$ cat src/rtl/quick_find_union_table_macros.svh
// assertion helpers shared by the rtl
`ifndef QUICK_FIND_UNION_TABLE_MACROS_SVH
`define QUICK_FIND_UNION_TABLE_MACROS_SVH

// same-cycle implication, checked outside reset
`define QFUT_ASSERT_NOW(name, ante, cons) \
  name: assert property (@(posedge clk) disable iff (rst) (ante) |-> (cons)) \
    else $error("qfut check failed");

// next-cycle implication, checked outside reset
`define QFUT_ASSERT_NEXT(name, ante, cons) \
  name: assert property (@(posedge clk) disable iff (rst) (ante) |=> (cons)) \
    else $error("qfut check failed");

`endif

$ cat src/rtl/qfut_pkg.sv
`default_nettype none
package qfut_pkg;

  localparam int ELEMENTS = 16;
  localparam int IDX_W    = 4;
  localparam int LABEL_W  = 4;
  localparam int CNT_W    = $clog2(ELEMENTS + 1);

  typedef enum logic {
    CMD_QUERY = 1'b0,
    CMD_UNION = 1'b1
  } cmd_t;

  typedef enum logic [1:0] {
    ST_IDLE,
    ST_GATHER,
    ST_RELABEL,
    ST_FINISH
  } state_t;

  // packet that walks down the cell row
  typedef struct packed {
    logic               active;
    logic               relabel;
    logic [IDX_W-1:0]   p;
    logic [IDX_W-1:0]   q;
    logic [LABEL_W-1:0] pl;
    logic [LABEL_W-1:0] ql;
  } pkt_t;

endpackage
`default_nettype wire

$ cat src/rtl/quick_find_union_table.sv
// flow: a bad index goes straight to the result; a query or a union of joined elements makes
//   one pass down the cell row, a merging union one pass per phase (gather, then relabel)
// throughput: one request at a time; the next is taken once the result is in the output
//   register, which then waits for the sink independently
// reset (rst, synchronous): elements_in_use = 16, label i = i, count = 16, no request
`default_nettype none
`include "quick_find_union_table_macros.svh"
module quick_find_union_table (
  input  wire logic        clk,
  input  wire logic        rst,
  input  wire logic        cfg_wen,
  input  wire logic [4:0]  cfg_wdata,   // elements_in_use
  input  wire logic        s_tvalid,
  output logic             s_tready,
  input  wire logic [7:0]  s_tdata,     // first_element[3:0], second_element[7:4]
  input  wire logic [0:0]  s_tuser,     // command[0]
  output logic             m_tvalid,
  input  wire logic        m_tready,
  output logic [15:0] m_tdata,          // component_label[3:0], components_left[8:4], zero
  output logic [2:0]  m_tuser           // same_component[0], merged[1], bad_index[2]
);
  import qfut_pkg::*;

  state_t             state, state_next;
  logic [CNT_W-1:0]   n, count, count_next, n_cfg;
  cmd_t               cmd_r;
  logic               res_same, res_same_next, res_merged, res_merged_next;
  logic               res_bad, res_bad_next;
  logic [LABEL_W-1:0] res_label, res_label_next;
  logic               m_load;
  logic               take;
  logic [IDX_W-1:0]   p_in, q_in;
  pkt_t               launch;
  pkt_t               chain [1:ELEMENTS];

  assign p_in = s_tdata[3:0];
  assign q_in = s_tdata[7:4];
  assign take = s_tvalid && s_tready;

  // clip the written element count into 1..ELEMENTS
  always_comb begin
    n_cfg = cfg_wdata[CNT_W-1:0];
    if (n_cfg == '0) n_cfg = CNT_W'(1);
    else if (n_cfg > CNT_W'(ELEMENTS)) n_cfg = CNT_W'(ELEMENTS);
  end

  // cell row, first cell fed by the launch
  for (genvar i = 0; i < ELEMENTS; i++) begin : g_cell
    pkt_t cell_in;
    if (i == 0) begin : g_head
      assign cell_in = launch;
    end else begin : g_link
      assign cell_in = chain[i];
    end
    qfut_cell u_cell (
      .clk    (clk),
      .rst    (rst),
      .init   (cfg_wen),
      .index  (IDX_W'(i)),
      .pkt_in (cell_in),
      .pkt_out(chain[i+1])
    );
  end

  // sequencer: next state, launches and result fields
  always_comb begin
    state_next      = state;
    count_next      = count;
    res_same_next   = res_same;
    res_label_next  = res_label;
    res_merged_next = res_merged;
    res_bad_next    = res_bad;
    launch          = '0;
    m_load          = 1'b0;
    s_tready        = (state == ST_IDLE);
    unique case (state)
      ST_IDLE: begin
        if (s_tvalid) begin
          if (CNT_W'(p_in) >= n || CNT_W'(q_in) >= n) begin
            res_same_next   = 1'b0;
            res_label_next  = '0;
            res_merged_next = 1'b0;
            res_bad_next    = 1'b1;
            state_next      = ST_FINISH;
          end else begin
            launch.active = 1'b1;
            launch.p      = p_in;
            launch.q      = q_in;
            state_next    = ST_GATHER;
          end
        end
      end
      ST_GATHER: begin
        if (chain[ELEMENTS].active) begin
          res_bad_next  = 1'b0;
          res_same_next = (chain[ELEMENTS].pl == chain[ELEMENTS].ql);
          if (cmd_r == CMD_UNION && !res_same_next) begin
            launch         = chain[ELEMENTS];
            launch.relabel = 1'b1;
            if (count != '0) count_next = count - CNT_W'(1);
            res_merged_next = 1'b1;
            res_label_next  = chain[ELEMENTS].ql;
            state_next      = ST_RELABEL;
          end else begin
            res_merged_next = 1'b0;
            res_label_next  = chain[ELEMENTS].pl;
            state_next      = ST_FINISH;
          end
        end
      end
      ST_RELABEL: begin
        if (chain[ELEMENTS].active) state_next = ST_FINISH;
      end
      ST_FINISH: begin
        if (!m_tvalid || m_tready) begin
          m_load     = 1'b1;
          state_next = ST_IDLE;
        end
      end
      default: state_next = ST_IDLE;
    endcase
  end

  // control registers and configuration
  always_ff @(posedge clk) begin
    if (rst) begin
      state <= ST_IDLE;
      n     <= CNT_W'(ELEMENTS);
      count <= CNT_W'(ELEMENTS);
    end else begin
      state <= state_next;
      if (cfg_wen) begin
        n     <= n_cfg;
        count <= n_cfg;
      end else begin
        count <= count_next;
      end
    end
  end

  // request and result holding
  always_ff @(posedge clk) begin
    if (take) cmd_r <= cmd_t'(s_tuser[0]);
    res_same   <= res_same_next;
    res_label  <= res_label_next;
    res_merged <= res_merged_next;
    res_bad    <= res_bad_next;
  end

  // output register
  always_ff @(posedge clk) begin
    if (rst) begin
      m_tvalid <= 1'b0;
    end else if (m_load) begin
      m_tvalid <= 1'b1;
    end else if (m_tready) begin
      m_tvalid <= 1'b0;
    end
  end

  always_ff @(posedge clk) begin
    if (m_load) begin
      m_tdata <= {7'b0, count, res_label};
      m_tuser <= {res_bad, res_merged, res_same};
    end
  end

  `QFUT_ASSERT_NOW(a_count_bounded, 1'b1, count <= n)
  `QFUT_ASSERT_NOW(a_idle_no_packet, state == ST_IDLE, !chain[ELEMENTS].active)
  `QFUT_ASSERT_NEXT(a_merge_counts, launch.active && launch.relabel && !cfg_wen,
                    count == $past(count) - CNT_W'(1))
  `QFUT_ASSERT_NOW(a_bad_not_merged, m_tvalid && m_tuser[2], !m_tuser[1] && !m_tuser[0])

endmodule
`default_nettype wire

$ cat src/rtl/qfut_cell.sv
`default_nettype none
module qfut_cell (
  input  wire logic                       clk,
  input  wire logic                       rst,
  input  wire logic                       init,
  input  wire logic [qfut_pkg::IDX_W-1:0] index,
  input  wire qfut_pkg::pkt_t             pkt_in,
  output qfut_pkg::pkt_t                  pkt_out
);
  import qfut_pkg::*;

  logic [LABEL_W-1:0] label;
  pkt_t               pkt_next;

  // pick up the labels of p and q on the gather pass
  always_comb begin
    pkt_next = pkt_in;
    if (!pkt_in.relabel) begin
      if (index == pkt_in.p) pkt_next.pl = label;
      if (index == pkt_in.q) pkt_next.ql = label;
    end
  end

  // label store: own index after init, relabel on the second pass
  always_ff @(posedge clk) begin
    if (rst || init) begin
      label <= LABEL_W'(index);
    end else if (pkt_in.active && pkt_in.relabel && label == pkt_in.pl) begin
      label <= pkt_in.ql;
    end
  end

  // hand the packet to the next cell
  always_ff @(posedge clk) begin
    if (rst) begin
      pkt_out.active <= 1'b0;
    end else begin
      pkt_out <= pkt_next;
    end
  end

endmodule
`default_nettype wire

$ cat config.mk
export PLATFORM = sky130hd
export DESIGN_NAME = quick_find_union_table
export DESIGN_NICKNAME = d
export VERILOG_FILES = /design/src/rtl/qfut_pkg.sv /design/src/rtl/quick_find_union_table.sv /design/src/rtl/qfut_cell.sv
export VERILOG_INCLUDE_DIRS = /design/src /design/src/rtl
export SDC_FILE = /design/constraint.sdc
export NUM_CORES = 1
export LEC_CHECK = 0
export BUFFER_PORTS_ARGS = -buffer_cell sky130_fd_sc_hd__buf_2
export CORE_MARGIN = 2
export CORE_UTILIZATION = 54
export CTS_CLUSTER_SIZE = 28
export DETAILED_ROUTE_END_ITERATION = 8
export PLACE_DENSITY = 0.7
export SYNTH_ARGS = -nofsm -noshare
export SYNTH_HDL_FRONTEND = slang
export SYNTH_HIERARCHICAL = 1
export SYNTH_SLANG_ARGS = --single-unit
$ cat constraint.sdc
create_clock -name clk -period 3.3 [get_ports clk]
set_clock_uncertainty 0.05 [all_clocks]
set_input_delay 0 -clock clk [delete_from_list [all_inputs] [get_ports clk]]
set_output_delay 0 -clock clk [all_outputs]
set_load 0.005 [all_outputs]
* Word level (Yosys, flattened, before mapping)
Index checks and enable logic that the tools add are counted.
** Word-level totals
- Register bits :: 384
- Input port bits :: 19
- Output and inout port bits :: 21
** Operators by class
- Equality and inequality tests :: 55
- Magnitude comparators :: 3
- Mux-type cells :: 92
- Reductions and logical operators :: 53
- Add/subtract/negate cells :: 1
** Operators with widths (count)
- two-way mux 8 bit :: 19
- two-way mux 4 bit :: 36
- == test 4 bit :: 17
- == test 4 bit (first input constant) :: 16
- two-way mux 18 bit :: 2
- two-way mux 5 bit :: 7
- logical AND 1 bit :: 34
- == test 3 x 4 -> 1 bit (first input constant) :: 8
- == test 2 x 4 -> 1 bit (first input constant) :: 4
- two-way mux 1 bit :: 16
- one-hot mux 8 bit (2 select lines) :: 1
- AND reduction 4 bit :: 3
- nonzero test 2 bit :: 6
- >= comparator 4 x 5 -> 1 bit :: 2
- two-way mux 2 bit :: 5
- == test 1 x 4 -> 1 bit (first input constant) :: 2
- logical NOT 4 bit :: 2
- one-hot mux 1 bit (2 select lines) :: 4
- one-hot mux 2 bit (4 select lines) :: 1
- one-hot mux 4 bit (2 select lines) :: 1
- inequality test 2 x 1 -> 1 bit (second input constant) :: 3
- > comparator 5 bit (second input constant) :: 1
- logical NOT 5 bit :: 1
- nonzero test 5 bit :: 1
- other kinds (7) :: 12

* Depth between registers and ports, before layout
- Word-level depth :: 9
- Gate-level depth with buffers :: 11
- Mapped depth without buffers :: 11

* Hierarchy
Netlist, hierarchy kept.
** Modules (own cells, without submodules)
- qfut_cell :: cells each 62, times used 16, area each 960.9 um^2, seq. area each 650.6 um^2
- quick_find_union_table :: cells each 175, times used 1, area each 1880.6 um^2, seq. area each 860.8 um^2

* Least setup slack after synthesis
Ideal clock, no wire load.
- Kind :: reg-to-reg
- Start point :: register n[3]
- End point :: register g_cell[0].u_cell/pkt_out[0] (netlist bit) (data pin)
- Slack :: 0.582 ns
- Data arrival time :: 2.408 ns
- Period minus slack after synthesis :: 2.718 ns
- Stages on the path, launching flop included :: 12
- Library setup time :: 0.260 ns
- Path through :: dfxtp_1 inv_1 ha_1 or4_1 a21oi_1 o22ai_1 a21boi_4 a22o_1 xor2_1 nor2_1 nand4_1 mux2_2
** RTL lines
- from (decl) :: RTL line quick_find_union_table.sv:25 : logic [CNT_W-1:0] n, count, count_next, n_cfg;
- from (signal assigned) :: RTL line quick_find_union_table.sv:128 : n <= CNT_W'(ELEMENTS);
- from (signal assigned) :: RTL line quick_find_union_table.sv:133 : n <= n_cfg;
- to (signal assigned) :: RTL line qfut_cell.sv:38 : pkt_out <= pkt_next;
- to (decl) :: RTL line qfut_cell.sv:8 : output qfut_pkg::pkt_t pkt_out

==> impl_metrics.csv <==
group,metric,value,unit
run_status,run_status,"finished, final reports clean",
cells_and_area,antennaDiodeCount,0,
setup_path,critical_path_peak_fanout,9,
cells_and_area,layout-drive-gt1-share,0.1594,
clocking,cts_sinks,384,
yosys,post_synth_inst_count,1166,
cells_and_area,post_layout_nonfiller_instances,1895,
setup_path,startpoint_of_the_worst_register_to_register_path,"n[3]",
setup_path,crit_required,3530,ps
die,floorplan.rows,65,
setup_path,arrival,3230,ps
yosys,synthesis.area_per_instance,14.77,um^2
clocking,h-tree-depth,2,
setup_path,critical_path.startpoint_type,"flop",
clocking,post_cts.repair.setup_buffers,0,
global_route,gr-total-overflow,0,
die,floorplan.die_area,33340,um^2
clocking,clk_pin_slew_worst_paths,60,ps
cells_and_area,layout.cell_area.non_filler,20050,um^2
power,vdd_drop_max,0.3678,mV
route,routed_wl,31790,um
clocking,cts_buffers,41,
power,design_power_total,11.38,mW
global_route,grt_max_degree,40,
cells_and_area,seqCellArea,11240,um^2
clocking,ctsRootBufferMaster,"clkbuf_16",
timing,totalNegativeSetupSlack,0,ps
cells_and_area,fin_nets,1497,
timing,hold_violations,0,
placement,place_area,18650,um^2
global_route,grtUsageTotal,0.1976,
route,post_route_drc_violation_count,0,
setup_path,crit_type,"flop to flop",
global_route,via_count_of_the_first_global_routing_pass,9836,
power,pwr_density_cell,567.6,nW/um^2
timing,timing.final.crit_share,0.9096,
global_route,grt_antenna_before_repair,0,
die,die_width,182.6,um
setup_path,rr_endpoint,"g_cell[0].u_cell/pkt_out[1]",
placement,dp_cells,1804,
global_route,wire_length_of_the_first_global_routing_pass,51560,um
timing,maxSlewHeadroom,0.2829,
clocking,ctsLongestPathBuffers,3,
setup_path,worst_r2r_path_depth,11,
hold_path,hold_end,"cmd_r",
timing,least_margin_pin_slew,1073,ps
route,via_to_cell_ratio,5.044,
setup_path,worst_setup_path_start,"n[3]",
clocking,hold_buffers_post_cts,19,
clocking,insertion_delay,530,ps
cells_and_area,syn_to_final_growth,16.37,%
setup_path,setup.reg_to_reg.worst_slack,300,ps
route,drtAntennaViolNets,0,
die,start_util,0.5473,
clocking,cts.repair.resized,0,
route,first_iter_violations,651,
die,fp.dieH,182.6,um
hold_path,hold_path_depth,2,
timing,hold_slack,140.3,ps
hold_path,holdCritPathClass,"primary input to flop",
route,drtPass1Iterations,6,
timing,timing.final.max_slew_violations,0,
route,detail_route.wl_per_cell,16.77,um
hold_path,timing.hold.worst.start,"s_tuser",
cells_and_area,area_of_the_multi_input_gates,6357,um^2
power,power.leakage,7.460,nW
placement,placement.io_buffers,32,
timing,setup_violations,0,
route,detailroute.via_count,9559,
cells_and_area,nFillCells,2330,
clocking,tritoncts,"yes",
die,core,31470,um^2
timing,timing.fmax,0.3331,GHz
timing,period_minus_slack,3002,ps
job,max_cap_viol_count,0,
yosys,yosys_warnings,6,
setup_path,endpoint_kind,"flop",
placement,place.detailed.hpwl,22230,um
yosys,syn-cell-area,17230,um^2
placement,gp_congestion,0.7793,
die,num_io_pins,40,
timing,grt_setup_unrepaired,"false",
[critical path, stage by stage (launching register included)]
cell and delay (ps):
dfxtp_1 310, inv_1 60, ha_1 180, or4_1 520, a21oi_1 130, o22ai_1 190, a21boi_4 340, a22o_1 210
xor2_1 150, nor2_1 50, nand4_1 180, mux2_2 370
[per-stage QoR]
step | setup slack (ps) | utilization
2_1_floorplan | 582.4 | -
5_1_grt | 148.8 | 0.6369
3_5_place_dp | 332.8 | 0.5925
4_1_cts | 311.7 | 0.6369
6_report | 298.3 | 0.6369
3_3_place_gp | 370.8 | 0.5925
[flip-flops by register name, indices dropped and copies added, names as in the netlist]
register	flops
g_cell.u_cell/label	64
m_tvalid	1
state	2
cmd_r	1
n	5
res_label	4
count	5
res_merged	1
m_tuser	3
res_bad	1
m_tdata	9
g_cell.u_cell/pkt_out	287
res_same	1
[placed cells by master (no fill, tap or decap), types with 14 or more instances in the layout]
master and count:
a2111oi_2 17, a222oi_1 16, buf_2 32, clkbuf_16 41, conb_1 215, dfxtp_1 29, dlygate4sd3_1 19, edfxtp_1 355
ha_1 14, inv_1 78, inv_2 16, mux2_1 64, mux2_2 96, nand2_1 33, nand3_1 34, nand3_2 16
nand4_1 16, nor2_1 42, nor2b_1 52, o21ai_0 52, xnor2_1 129, xor2_1 20
[report_power, final]
| group | switching, mW | total [mW] | internal, mW |
|---|---|---|---|
| clock | 1.79 | 4.19 | 2.40 |
| combinational | 0.589 | 1.10 | 0.510 |
| sequential | 0.277 | 6.09 | 5.81 |
| total | 2.66 | 11.4 | 8.72 |
[routing by layer]
metal / global-route usage / wire [um] / vias up
met3: 0.02594 / 1237 / 45
met5: 0 / 0 / -
li1: - / - / 4697
met4: 0.05806 / 661 / 0
met1: 0.2638 / 14110 / 4642
met2: 0.3401 / 15780 / 175
[area by class of cell]
| cell class | count | area share |
|---|---|---|
| clock inverter | 20 | 0.005930 |
| multi-input combinational | 889 | 0.3171 |
| clock buffer | 52 | 0.05424 |
| tap | 402 | 0.02509 |
| sequential | 384 | 0.5608 |
| inverter | 94 | 0.01760 |
| timing repair buffer | 54 | 0.01922 |
[worst max-delay path by stage]
stage                                        endpoint  cells past startpoint
final                     g_cell[0].u_cell/pkt_out[1]                     11
after global routing      g_cell[0].u_cell/pkt_out[3]                     11
after CTS                 g_cell[0].u_cell/pkt_out[1]                     11
after detailed placement  g_cell[0].u_cell/pkt_out[0]                     11
after global placement    g_cell[0].u_cell/pkt_out[3]                     11
after floorplan           g_cell[0].u_cell/pkt_out[0]                     11
No activity file was read; power rests on OpenSTA's default activity.
